`src/rtl/mfd_pkg.sv`:
```
// Shared types and constants for the meter frame deframer.
package mfd_pkg;

    localparam logic [7:0] PREAMBLE_BYTE = 8'hFE;
    localparam logic [7:0] SCRAMBLE_BYTE = 8'h33;

    localparam logic [7:0] HEAD_RESET    = 8'h68;
    localparam logic [7:0] TAIL_RESET    = 8'h16;
    localparam logic [7:0] MAX_PAY_RESET = 8'd200;

    localparam int unsigned ADDR_BYTES = 6;
    localparam int unsigned PADDR_W    = 4;

    // Register indexes, taken from paddr[3:2].
    localparam logic [1:0] REG_HEAD    = 2'd0;
    localparam logic [1:0] REG_TAIL    = 2'd1;
    localparam logic [1:0] REG_MAX_PAY = 2'd2;

    typedef enum logic [2:0] {
        PH_HUNT  = 3'd0,
        PH_ADDR  = 3'd1,
        PH_HEAD2 = 3'd2,
        PH_CTRL  = 3'd3,
        PH_LEN   = 3'd4,
        PH_PAY   = 3'd5,
        PH_SUM   = 3'd6,
        PH_TAIL  = 3'd7
    } t_phase;

    typedef enum logic [1:0] {
        KIND_PAYLOAD = 2'd0,
        KIND_ACCEPT  = 2'd1,
        KIND_REJECT  = 2'd2
    } t_kind;

    typedef enum logic [2:0] {
        ERR_NONE      = 3'd0,
        ERR_BAD_HEAD  = 3'd1,
        ERR_TOO_LONG  = 3'd2,
        ERR_CHECKSUM  = 3'd3,
        ERR_BAD_TAIL  = 3'd4
    } t_err;

    typedef struct packed {
        logic [7:0] head_byte;
        logic [7:0] tail_byte;
        logic [7:0] max_payload;
    } t_cfg;

    typedef struct packed {
        t_kind       result_kind;
        logic [7:0]  payload_byte;
        logic [7:0]  payload_index;
        logic [47:0] meter_address;
        logic [7:0]  control_code;
        logic [7:0]  payload_length;
        t_err        error_code;
        logic        last_of_frame;
    } t_result;

    typedef struct packed {
        logic    valid;
        t_result data;
    } t_res_push;

endpackage

```
`src/rtl/mfd_if.sv`:
```
// Channel interfaces: received bytes in, decoded result items out.
interface mfd_rx_if;
    logic       valid;
    logic       ready;
    logic [7:0] rx_byte;

    modport source (output valid, output rx_byte, input ready);
    modport sink   (input valid, input rx_byte, output ready);
endinterface

interface mfd_res_if;
    logic        valid;
    logic        ready;
    logic [1:0]  result_kind;
    logic [7:0]  payload_byte;
    logic [7:0]  payload_index;
    logic [47:0] meter_address;
    logic [7:0]  control_code;
    logic [7:0]  payload_length;
    logic [2:0]  error_code;
    logic        last_of_frame;

    modport source (
        output valid, output result_kind, output payload_byte, output payload_index,
        output meter_address, output control_code, output payload_length,
        output error_code, output last_of_frame, input ready
    );
    modport sink (
        input valid, input result_kind, input payload_byte, input payload_index,
        input meter_address, input control_code, input payload_length,
        input error_code, input last_of_frame, output ready
    );
endinterface

```
`src/rtl/mfd_parser.sv`:
```
// Frame parsing state machine: one received byte per accepted item.
module mfd_parser
    import mfd_pkg::*;
(
    input  logic      i_clk,
    input  logic      i_rst_n,
    input  t_cfg      i_cfg,
    input  logic      i_accept,
    input  logic [7:0] i_rx_byte,
    output t_res_push o_push
);

    t_phase      r_phase, n_phase;
    logic [7:0]  r_count, n_count;
    logic [7:0]  r_sum, n_sum;
    logic [47:0] r_addr, n_addr;
    logic [7:0]  r_ctrl, n_ctrl;
    logic [7:0]  r_len, n_len;

    logic [7:0]  count_inc;
    logic [47:0] addr_lane;

    assign count_inc = r_count + 8'd1;
    // Address bytes arrive least significant first; the count selects the lane.
    assign addr_lane = {40'd0, i_rx_byte} << {r_count[2:0], 3'b000};

    always_ff @(posedge i_clk) begin
        if (!i_rst_n) begin
            r_phase <= PH_HUNT;
            r_count <= '0;
            r_sum   <= '0;
            r_addr  <= '0;
            r_ctrl  <= '0;
            r_len   <= '0;
        end else begin
            r_phase <= n_phase;
            r_count <= n_count;
            r_sum   <= n_sum;
            r_addr  <= n_addr;
            r_ctrl  <= n_ctrl;
            r_len   <= n_len;
        end
    end

    always_comb begin
        n_phase = r_phase;
        n_count = r_count;
        n_sum   = r_sum;
        n_addr  = r_addr;
        n_ctrl  = r_ctrl;
        n_len   = r_len;

        o_push.valid                = 1'b0;
        o_push.data.result_kind     = KIND_PAYLOAD;
        o_push.data.payload_byte    = '0;
        o_push.data.payload_index   = '0;
        o_push.data.meter_address   = r_addr;
        o_push.data.control_code    = r_ctrl;
        o_push.data.payload_length  = r_len;
        o_push.data.error_code      = ERR_NONE;
        o_push.data.last_of_frame   = 1'b0;

        if (i_accept) begin
            unique case (r_phase)
                PH_ADDR: begin
                    n_addr  = r_addr | addr_lane;
                    n_sum   = r_sum + i_rx_byte;
                    n_count = count_inc;
                    if (count_inc >= 8'(ADDR_BYTES)) begin
                        n_phase = PH_HEAD2;
                    end
                end
                PH_HEAD2: begin
                    if (i_rx_byte != i_cfg.head_byte) begin
                        o_push.valid              = 1'b1;
                        o_push.data.result_kind   = KIND_REJECT;
                        o_push.data.error_code    = ERR_BAD_HEAD;
                        o_push.data.last_of_frame = 1'b1;
                        n_phase = PH_HUNT;
                    end else begin
                        n_sum   = r_sum + i_rx_byte;
                        n_phase = PH_CTRL;
                    end
                end
                PH_CTRL: begin
                    n_ctrl  = i_rx_byte;
                    n_sum   = r_sum + i_rx_byte;
                    n_phase = PH_LEN;
                end
                PH_LEN: begin
                    n_len = i_rx_byte;
                    if (i_rx_byte > i_cfg.max_payload) begin
                        o_push.valid               = 1'b1;
                        o_push.data.result_kind    = KIND_REJECT;
                        o_push.data.payload_length = i_rx_byte;
                        o_push.data.error_code     = ERR_TOO_LONG;
                        o_push.data.last_of_frame  = 1'b1;
                        n_phase = PH_HUNT;
                    end else begin
                        n_sum   = r_sum + i_rx_byte;
                        n_count = '0;
                        n_phase = (i_rx_byte == 8'd0) ? PH_SUM : PH_PAY;
                    end
                end
                PH_PAY: begin
                    o_push.valid              = 1'b1;
                    o_push.data.payload_byte  = i_rx_byte - SCRAMBLE_BYTE;
                    o_push.data.payload_index = r_count;
                    n_sum   = r_sum + i_rx_byte;
                    n_count = count_inc;
                    if (count_inc >= r_len) begin
                        n_phase = PH_SUM;
                    end
                end
                PH_SUM: begin
                    if (i_rx_byte != r_sum) begin
                        o_push.valid              = 1'b1;
                        o_push.data.result_kind   = KIND_REJECT;
                        o_push.data.error_code    = ERR_CHECKSUM;
                        o_push.data.last_of_frame = 1'b1;
                        n_phase = PH_HUNT;
                    end else begin
                        n_phase = PH_TAIL;
                    end
                end
                PH_TAIL: begin
                    o_push.valid              = 1'b1;
                    o_push.data.last_of_frame = 1'b1;
                    if (i_rx_byte != i_cfg.tail_byte) begin
                        o_push.data.result_kind = KIND_REJECT;
                        o_push.data.error_code  = ERR_BAD_TAIL;
                    end else begin
                        o_push.data.result_kind = KIND_ACCEPT;
                    end
                    n_phase = PH_HUNT;
                end
                PH_HUNT: begin
                    // The preamble rule wins even when the head byte equals it.
                    if (i_rx_byte != PREAMBLE_BYTE && i_rx_byte == i_cfg.head_byte) begin
                        n_sum   = i_rx_byte;
                        n_count = '0;
                        n_addr  = '0;
                        n_ctrl  = '0;
                        n_len   = '0;
                        n_phase = PH_ADDR;
                    end
                end
            endcase
        end
    end

endmodule

```
`src/rtl/mfd_out_buf.sv`:
```
// Two-entry result buffer that decouples the parser from the output channel.
module mfd_out_buf
    import mfd_pkg::*;
(
    input  logic      i_clk,
    input  logic      i_rst_n,
    input  t_res_push i_push,
    output logic      o_space,
    output logic      o_valid,
    input  logic      i_ready,
    output t_result   o_data
);

    t_result    r_slot [2];
    logic       r_wr_ptr, n_wr_ptr;
    logic       r_rd_ptr, n_rd_ptr;
    logic [1:0] r_fill, n_fill;
    logic       pop;

    assign o_space = (r_fill != 2'd2);
    assign o_valid = (r_fill != 2'd0);
    assign o_data  = r_slot[r_rd_ptr];
    assign pop     = o_valid & i_ready;

    always_comb begin
        n_wr_ptr = r_wr_ptr ^ i_push.valid;
        n_rd_ptr = r_rd_ptr ^ pop;
        n_fill   = r_fill + {1'b0, i_push.valid} - {1'b0, pop};
    end

    always_ff @(posedge i_clk) begin
        if (i_push.valid) begin
            r_slot[r_wr_ptr] <= i_push.data;
        end
    end

    always_ff @(posedge i_clk) begin
        if (!i_rst_n) begin
            r_wr_ptr <= 1'b0;
            r_rd_ptr <= 1'b0;
            r_fill   <= 2'd0;
        end else begin
            r_wr_ptr <= n_wr_ptr;
            r_rd_ptr <= n_rd_ptr;
            r_fill   <= n_fill;
        end
    end

endmodule

```
`src/rtl/meter_frame_deframer.sv`:
```
// Top level of the meter frame deframer: register port, parser and result buffer.
//
// The block takes one received byte per item and returns payload items and one
// verdict item per frame. Each byte is handled by the parser state machine as it
// is accepted, so a byte can be accepted on every clock edge while the buffer has
// a free entry; the sustained rate is one item per cycle while the output takes
// results. Results go into a two-entry buffer, so a new byte is still taken while
// one finished result waits on the output side; the input only stalls when both
// entries are occupied. A result is held in the buffer from the cycle after the
// byte that causes it is accepted. Bytes seen while hunting for the head byte, and
// header bytes that pass their checks, produce no result. Configuration registers
// (head byte, tail byte, maximum payload length) sit at byte addresses 0, 4 and 8
// of the APB-style port and should only be written while the block is idle.
module meter_frame_deframer
    import mfd_pkg::*;
(
    input  logic               i_clk,
    input  logic               i_rst_n,
    mfd_rx_if.sink             i_rx,
    mfd_res_if.source          o_res,
    input  logic               psel,
    input  logic               penable,
    input  logic               pwrite,
    input  logic [PADDR_W-1:0] paddr,
    input  logic [31:0]        pwdata,
    output logic [31:0]        prdata,
    output logic               pready
);

    t_cfg       r_cfg;
    logic [1:0] reg_idx;
    logic       cfg_write;
    logic       buf_space;
    logic       rx_accept;
    t_res_push  push;
    t_result    res_data;

    // Register file. Writes complete in the access phase; pready never stalls.
    assign pready    = 1'b1;
    assign reg_idx   = paddr[3:2];
    assign cfg_write = psel & penable & pwrite;

    always_ff @(posedge i_clk) begin
        if (!i_rst_n) begin
            r_cfg.head_byte   <= HEAD_RESET;
            r_cfg.tail_byte   <= TAIL_RESET;
            r_cfg.max_payload <= MAX_PAY_RESET;
        end else if (cfg_write) begin
            if (reg_idx == REG_HEAD) begin
                r_cfg.head_byte <= pwdata[7:0];
            end
            if (reg_idx == REG_TAIL) begin
                r_cfg.tail_byte <= pwdata[7:0];
            end
            if (reg_idx == REG_MAX_PAY) begin
                r_cfg.max_payload <= pwdata[7:0];
            end
        end
    end

    // An unused register slot reads as zero.
    always_comb begin
        unique case (reg_idx)
            REG_HEAD:    prdata = {24'd0, r_cfg.head_byte};
            REG_TAIL:    prdata = {24'd0, r_cfg.tail_byte};
            REG_MAX_PAY: prdata = {24'd0, r_cfg.max_payload};
            default:     prdata = 32'd0;
        endcase
    end

    // A byte is taken whenever the result buffer has a free entry, since each
    // byte produces at most one result.
    assign i_rx.ready = buf_space;
    assign rx_accept  = i_rx.valid & buf_space;

    mfd_parser u_parser (
        .i_clk     (i_clk),
        .i_rst_n   (i_rst_n),
        .i_cfg     (r_cfg),
        .i_accept  (rx_accept),
        .i_rx_byte (i_rx.rx_byte),
        .o_push    (push)
    );

    mfd_out_buf u_out_buf (
        .i_clk   (i_clk),
        .i_rst_n (i_rst_n),
        .i_push  (push),
        .o_space (buf_space),
        .o_valid (o_res.valid),
        .i_ready (o_res.ready),
        .o_data  (res_data)
    );

    assign o_res.result_kind    = res_data.result_kind;
    assign o_res.payload_byte   = res_data.payload_byte;
    assign o_res.payload_index  = res_data.payload_index;
    assign o_res.meter_address  = res_data.meter_address;
    assign o_res.control_code   = res_data.control_code;
    assign o_res.payload_length = res_data.payload_length;
    assign o_res.error_code     = res_data.error_code;
    assign o_res.last_of_frame  = res_data.last_of_frame;

endmodule

```
`src/flat_wrapper.sv`:
```
// flat-port wrapper written by rule: the top's interface ports become plain ports
module meter_frame_deframer_flat import mfd_pkg::*;
  (i_clk, i_rst_n, psel, penable, pwrite, paddr, pwdata, prdata, pready, i_rx_valid, i_rx_rx_byte, i_rx_ready, o_res_valid, o_res_result_kind, o_res_payload_byte, o_res_payload_index, o_res_meter_address, o_res_control_code, o_res_payload_length, o_res_error_code, o_res_last_of_frame, o_res_ready);
  mfd_rx_if i_rx_i ();
  mfd_res_if o_res_i ();
  input  logic i_clk;
  input  logic i_rst_n;
  input  logic psel;
  input  logic penable;
  input  logic pwrite;
  input  logic [PADDR_W-1:0] paddr;
  input  logic [31:0] pwdata;
  output logic [31:0] prdata;
  output logic pready;
  input wire logic [$bits(i_rx_i.valid)-1:0] i_rx_valid;
  input wire logic [$bits(i_rx_i.rx_byte)-1:0] i_rx_rx_byte;
  output wire logic [$bits(i_rx_i.ready)-1:0] i_rx_ready;
  output wire logic [$bits(o_res_i.valid)-1:0] o_res_valid;
  output wire logic [$bits(o_res_i.result_kind)-1:0] o_res_result_kind;
  output wire logic [$bits(o_res_i.payload_byte)-1:0] o_res_payload_byte;
  output wire logic [$bits(o_res_i.payload_index)-1:0] o_res_payload_index;
  output wire logic [$bits(o_res_i.meter_address)-1:0] o_res_meter_address;
  output wire logic [$bits(o_res_i.control_code)-1:0] o_res_control_code;
  output wire logic [$bits(o_res_i.payload_length)-1:0] o_res_payload_length;
  output wire logic [$bits(o_res_i.error_code)-1:0] o_res_error_code;
  output wire logic [$bits(o_res_i.last_of_frame)-1:0] o_res_last_of_frame;
  input wire logic [$bits(o_res_i.ready)-1:0] o_res_ready;
  assign i_rx_i.valid = i_rx_valid;
  assign i_rx_i.rx_byte = i_rx_rx_byte;
  assign i_rx_ready = i_rx_i.ready;
  assign o_res_valid = o_res_i.valid;
  assign o_res_result_kind = o_res_i.result_kind;
  assign o_res_payload_byte = o_res_i.payload_byte;
  assign o_res_payload_index = o_res_i.payload_index;
  assign o_res_meter_address = o_res_i.meter_address;
  assign o_res_control_code = o_res_i.control_code;
  assign o_res_payload_length = o_res_i.payload_length;
  assign o_res_error_code = o_res_i.error_code;
  assign o_res_last_of_frame = o_res_i.last_of_frame;
  assign o_res_i.ready = o_res_ready;
  meter_frame_deframer u_core (.i_clk(i_clk), .i_rst_n(i_rst_n), .i_rx(i_rx_i), .o_res(o_res_i), .psel(psel), .penable(penable), .pwrite(pwrite), .paddr(paddr), .pwdata(pwdata), .prdata(prdata), .pready(pready));
endmodule
```
`config.mk`:
```
export PLATFORM = sky130hd
export DESIGN_NAME = meter_frame_deframer_flat
export DESIGN_NICKNAME = d
export VERILOG_FILES = /design/src/rtl/mfd_pkg.sv /design/src/rtl/mfd_if.sv /design/src/rtl/mfd_parser.sv /design/src/rtl/mfd_out_buf.sv /design/src/rtl/meter_frame_deframer.sv /design/src/flat_wrapper.sv
export SDC_FILE = /design/constraint.sdc
export NUM_CORES = 1
export LEC_CHECK = 0
export ABC_AREA = 1
export BUFFER_PORTS_ARGS = -buffer_cell sky130_fd_sc_hd__buf_2
export CORE_UTILIZATION = 35
export DETAILED_ROUTE_END_ITERATION = 6
export PLACE_DENSITY_LB_ADDON = 0.15
export SLEW_MARGIN = 5
export SYNTH_ARGS = -nofsm -noshare
export SYNTH_HDL_FRONTEND = slang
export SYNTH_SLANG_ARGS = --single-unit
```
`constraint.sdc`:
```
create_clock -name i_clk -period 4.6 [get_ports i_clk]
set_clock_uncertainty 0.15 [all_clocks]
set_input_delay 0.23 -clock i_clk [delete_from_list [all_inputs] [get_ports i_clk]]
set_output_delay 0.23 -clock i_clk [all_outputs]
set_load 0.02 [all_outputs]
```
==> results of run 1 <==
registers in the layout (all words and copies together) (netlist names), named ones only:
register / flops
u_core.u_parser.r_phase: 3
u_core.u_parser.r_len: 8
u_core.u_out_buf.r_slot: 172
u_core.u_parser.r_addr: 48
u_core.u_out_buf.r_fill: 2
u_core.u_parser.r_sum: 8
u_core.r_cfg: 24
u_core.u_parser.r_count: 8
u_core.u_out_buf.r_wr_ptr: 1
u_core.u_out_buf.r_rd_ptr: 1
u_core.u_parser.r_ctrl: 8
synth_stat cells, types with 5 or more instances:
master    number  area (um2)
buf_1          8       30.03
inv_1        142       533.0
xor2_1         6       52.55
mux2_2        86       968.4
a21oi_1       94       470.5
ha_1          32       400.4
dfxtp_1      112        2242
nor2_4         5       56.30
nor3_1        28       140.1
o211ai_1      10       75.07
nor2_1       122       457.9
buf_6         10       112.6
nand2_1      245       919.6
o21ai_0       46       230.2
xnor2_1       12       105.1
or2_2          5       31.28
nand3_1       48       240.2
clkbuf_1      19       71.32
nand4_1       15       93.84
buf_4         27       202.7
buf_2         13       65.06
edfxtp_1     172        5165
power by group through the flow:
stage,combinational [mW],clock [mW],sequential (mW)
finish,1.29,2.58,2.88
global route,1.40,2.76,2.90
CTS,1.31,2.65,2.89
detailed placement,1.30,0,2.94
global placement,1.30,0,2.94
floorplan,1.01,0,2.85
final timing paths:
path	end	slack (ns)	depth (start not counted)
worst min register to register	u_core.u_out_buf.r_slot[0][37]	0.30	0
worst max-delay path	u_core.u_out_buf.r_slot[0][14]	1.59	12
worst max register to register	u_core.u_out_buf.r_slot[0][14]	1.59	12
worst min-delay path	u_core.r_cfg[19]	0.02	2
through the flow:
stage | setup slack [ns] | hold WS [ns] | power (mW) | std cells | util [%]
floorplan | 0.6318 | 0.2063 | 3.861 | 1313 | -
global placement | 1.263 | 0.2840 | 4.236 | 1833 | 38.53
detailed placement | 1.250 | 0.2892 | 4.241 | 1833 | 38.53
CTS | 1.595 | 0.005026 | 6.850 | 1904 | 41.80
global route | 1.412 | 0.02360 | 7.054 | 1904 | 41.80
finish | 1.593 | 0.01776 | 6.755 | 1906 | 41.81
layout make-up:
type / instances / share of cell area (%)
Antenna cell: 2 / 0.03333
Multi-Input combinational cell: 800 / 30.19
Sequential cell: 284 / 49.35
Clock buffer: 49 / 6.449
Tap cell: 461 / 3.841
Timing Repair Buffer: 145 / 5.566
Clock inverter: 13 / 0.7499
Inverter: 152 / 3.816
cells by family (layout without fill, tap and decap cells):
group,count (synthesis),count (layout)
multiplexers,86,86
AND/OR/NAND/NOR,481,481
flip-flops,284,284
other,2,27
XOR/XNOR,18,18
AO/OA/AOI/OAI,157,157
adder cells (fa/ha/maj),33,33
buffers and inverters,229,359
metal layers:
metal	GRT usage [%]	wire length (um)	vias to the layer above
met5	0	0	-
met4	4.762	631	0
met3	2.853	1352	44
met2	28.24	15090	178
met1	21.67	14520	4255
li1	-	-	4520
==> flow_metrics.tcl, run 1 <==
set metrics [dict create \
    postCtsSetupBuffers 0 \
    multiInputGateArea_um2 4533 \
    sequentialPowerShare_pct 42.6 \
    die_width_um 193.9 \
    place_congestion 0.8953 \
    avgSynthCellArea_um2 9.987 \
    mostFrequentLayoutCells "nand2_1, edfxtp_1, inv_1" \
    clkTransAtPathRegs_ns 0.06 \
    area_growth_pct 16.55 \
    relSlewSlack_pct 48.27 \
    synth.cell_area_um2 12880 \
    path_max_fanout 34 \
    synth-xor-area-share_pct 1.224 \
    holdBufCountCts 9 \
    path_cells "inv_1, ha_1, nand2_1, nor2_1, nand2_1, nand2_1, nand3_2, nand4_1, nand2_1, inv_1, ha_4, buf_12" \
    grtUsageTotal_pct 16.61 \
    power_frac_comb_pct 19.1 \
    yosys.area_share.simple_pct 15.81 \
    antenna_found_initial 2 \
    synth_top_family_by_area "simple AND/OR/NAND/NOR gates" \
    grt_overflow_total 0 \
    ys_types 40 \
    fillers 3544 \
    cts_tree "yes" \
    cp_data_arrival_time_ns 3.05 \
    cts_buffers 34 \
    regArea_um2 7411 \
    ant_nets 0 \
    design_area_um2 15020 \
    rsz0062_at_grt "no" \
    status "finished, final reports clean" \
    worst-path-buf-inv 3 \
    ctsResizeCount 0 \
    finalSetupViolCount 0 \
    clkPwrFrac_pct 38.3 \
    cts.sinks 284 \
    p_leak_nw 5.744 \
    ctsLongestPathBuffers 3 \
    wire_per_inst_um 16.58 \
    grt_pass1_vias 8775 \
    hold_path.class "in2reg" \
    switching_share_pct 29.09 \
    max_freq_mhz 332.6 \
    start_util_pct 35.87 \
    tns_ns 0 \
    ys_seq_area_share_pct 57.49 \
    vias_per_cell 4.720 \
    p_sw_mw 1.965 \
    end_kind "flop" \
    synth_fa_ha_area_share_pct 3.263 \
    die_area_um2 37580 \
    dp.final_hpwl_mm 21.38 \
    finalNetCount 1501 \
    worstPathRequired_ns 4.64 \
    htreeDepth 2 \
    critPathKind "reg2reg" \
    synthCells 1290 \
    vdd.ir_drop.worst_mv 0.2104 \
    worstMarginPinSlew_ns 0.7751 \
    cpMostUsedCell "nand2_1" \
    wl_mm 31.59 \
    vias 8997 \
    cpMaxStageDelayCell "ha_4" \
    clkLatencyLatePin_ns 0.52 \
    design.portCount 172 \
    portBuffers 120 \
    place_area_um2 13840 \
    intPower_mw 4.789 \
    max_stage_delay_ns 0.48 \
    core_area_um2 35910 \
    synth-edff-count 172 \
    cp-start-kind "flop" \
    drive_gt1_share_pct 20.72 \
    yosysWarnings 0 \
    final_common_cell "nand2_1" \
    synthFlopType "edfxtp_1" \
    synthMuxAreaShare_pct 7.517 \
    drv_cap 0 \
    grt_pass1_wl_mm 48.78 \
    grt_max_degree 49 \
    period_share_pct 65.37 \
    placementRows 69 \
    maxSlewViolCount 0 \
    die_h_um 193.9 \
    reg2reg_from "u_core.r_cfg[7]" \
    synthArstFlopShare_pct 0 \
    root_buffer "clkbuf_16" \
    p_per_area_nw_per_um2 449.8 \
    drtIter0Drc 425 \
    first_pass_iters 4 \
    hold_viol_final 0 \
    cpLargestDelayFamily "simple AND/OR/NAND/NOR gates" \
    drc 0 \
    ys_seq_elements 284 \
    finalCriticalPeriod_ns 3.007 \
    synth_compound_area_share_pct 6.448 \
    crit_start "u_core.r_cfg[7]" \
    hold_start "i_rst_n" \
]
Power figures use the tool's default switching activity.
==> run 2: changes to the inputs <==
- clock period: 4.6 -> 2.6 ns (I/O delays scaled with it)
==> flow_metrics.tcl, run 2 (same netlist as run 1, synthesis figures left out) <==
set metrics [dict create \
    finalSetupViolCount 0 \
    mostFrequentLayoutCells "nand2_1, edfxtp_1, inv_1" \
    cts.sinks 284 \
    timing.final.ws_setup_ns 0.1857 \
    drc 0 \
    wire_per_inst_um 16.52 \
    max_freq_mhz 414.2 \
    vias 9202 \
    grtUsageTotal_pct 16.97 \
    rsz0062_at_grt "no" \
    cpMaxStageDelayCell "ha_1" \
    cp-start-kind "flop" \
    max_stage_delay_ns 0.35 \
    critPathKind "reg2reg" \
    area_growth_pct 20.56 \
    end_kind "flop" \
    finalNetCount 1554 \
    worstMarginPinSlew_ns 0.8240 \
    layout.cells.non_filler 1956 \
    vdd.ir_drop.worst_mv 0.3941 \
    drive_gt1_share_pct 22.94 \
    fillers 3509 \
    antenna_found_initial 0 \
    p_total_mw 11.77 \
    relSlewSlack_pct 45.01 \
    hold_path.class "in2reg" \
    die_h_um 193.9 \
    grt_pass1_wl_mm 50.01 \
    regArea_um2 7411 \
    drtIter0Drc 409 \
    die_width_um 193.9 \
    first_pass_iters 5 \
    dp.final_hpwl_mm 22.69 \
    drv_cap 0 \
    wl_mm 32.32 \
    ctsLongestPathBuffers 3 \
    maxSlewViolCount 0 \
    start_util_pct 35.87 \
    p_per_area_nw_per_um2 757.6 \
    place_ws_ns 0.06965 \
    worstPathRequired_ns 2.75 \
    multiInputGateArea_um2 4538 \
    regMostFlops "u_core.u_out_buf.r_slot" \
    ant_nets 0 \
    vias_per_cell 4.704 \
    status "finished, final reports clean" \
    period_share_pct 92.86 \
    placementRows 69 \
    portBuffers 120 \
    path_max_fanout 12 \
    largest_reg_flops 172 \
    grt_max_degree 49 \
    cts_tree "yes" \
    holdWs_ns 0.02561 \
    path_cells "ha_1, nor3_1, and3_1, nand2_1, nand2_1, nand4_1, nand2_1, inv_2, ha_4, buf_12, clkbuf_16" \
    hold_viol_final 0 \
    cp_data_arrival_time_ns 2.57 \
    p_leak_nw 5.997 \
    core_area_um2 35910 \
    final_common_cell "nand2_1" \
    grt_pass1_vias 9066 \
    htreeDepth 1 \
    post-place-cells 1871 \
    grt_overflow_total 0 \
    place_congestion 0.8663 \
    die_area_um2 37580 \
    clkTransAtPathRegs_ns 0.06 \
    diodes 0 \
    cpMostUsedCell "nand2_1" \
    cts_buffers 31 \
    design.portCount 172 \
    reg.largest.list "u_core.u_out_buf.r_slot x172, u_core.u_parser.r_addr x48, u_core.r_cfg x24" \
    finalCriticalPeriod_ns 2.414 \
    clkLatencyLatePin_ns 0.57 \
    root_buffer "clkbuf_16" \
]
==> run 2: cell count changes in the layout (fill, tap and decap cells not counted), moves of 2 or more <==
cell,change
clkinv_1,+2
clkbuf_16,-2
clkinv_2,+4
diode_2,-2
dlygate4sd3_1,+13
clkbuf_1,-4
buf_6,+2
buf_12,+10
buf_4,+29
clkbuf_8,-2
==> run 2: path summary, 6_finish.rpt <==
path	start	endpoint	slack, ns	cells past startpoint
max	u_core.u_parser.r_sum[5]	u_core.u_out_buf.r_slot[0][25]	0.19	11
max reg2reg	u_core.u_parser.r_sum[5]	u_core.u_out_buf.r_slot[0][25]	0.19	11
min reg2reg	u_core.u_parser.r_addr[35]	u_core.u_out_buf.r_slot[0][55]	0.30	0
min	i_rx_rx_byte[2]	u_core.u_parser.r_addr[18]	0.03	5
==> run 2: cell type report <==
| cell class | instances | share of cell area [%] |
|---|---|---|
| Sequential cell | 284 | 47.71 |
| Inverter | 152 | 3.689 |
| Clock inverter | 19 | 0.9747 |
| Tap cell | 461 | 3.714 |
| Timing Repair Buffer | 201 | 9.377 |
| Clock buffer | 39 | 5.317 |
| Multi-Input combinational cell | 800 | 29.22 |
==> run 2: where the power goes <==
| part | switching (mW) | internal (mW) | leakage, nW |
|---|---|---|---|
| sequential | 0.146 | 4.91 | 2.42 |
| clock | 1.78 | 2.44 | 0.480 |
| combinational | 1.51 | 0.991 | 3.10 |
| total | 3.43 | 8.34 | 6.00 |
==> run 2: what timing repair did <==
item                                   in CTS  in global routing
hold buffers                               22                  0
endpoints found under the hold margin      44                  0
resized for setup                           0                  6
setup endpoints to repair                   0                175
setup buffers                               0                  3
==> run 2: routing by layer <==
metal / GRT usage [%] / vias up / wire length [um]
met4: 3.645 / 0 / 512
met3: 2.644 / 48 / 1322
met2: 29.75 / 187 / 15640
met5: 0 / - / 0
li1: - / 4616 / -
met1: 22.04 / 4351 / 14840
==> run 2: stage by stage <==
stage	utilization [%]	area [um2]	setup TNS, ns
2_1_floorplan	-	12970	-74.90
3_3_place_gp	39.64	14240	0
3_5_place_dp	39.64	14240	0
4_1_cts	42.98	15430	0
5_1_grt	43.25	15530	0
6_report	43.25	15530	0
==> run 2: critical path: cells and delay by family (launching register included) <==
kind,cells,cell delay (ns)
and+or+nand+nor,6,0.78
adders and majority gates,2,0.53
buffers and inverters,3,0.38
DFF,1,0.32
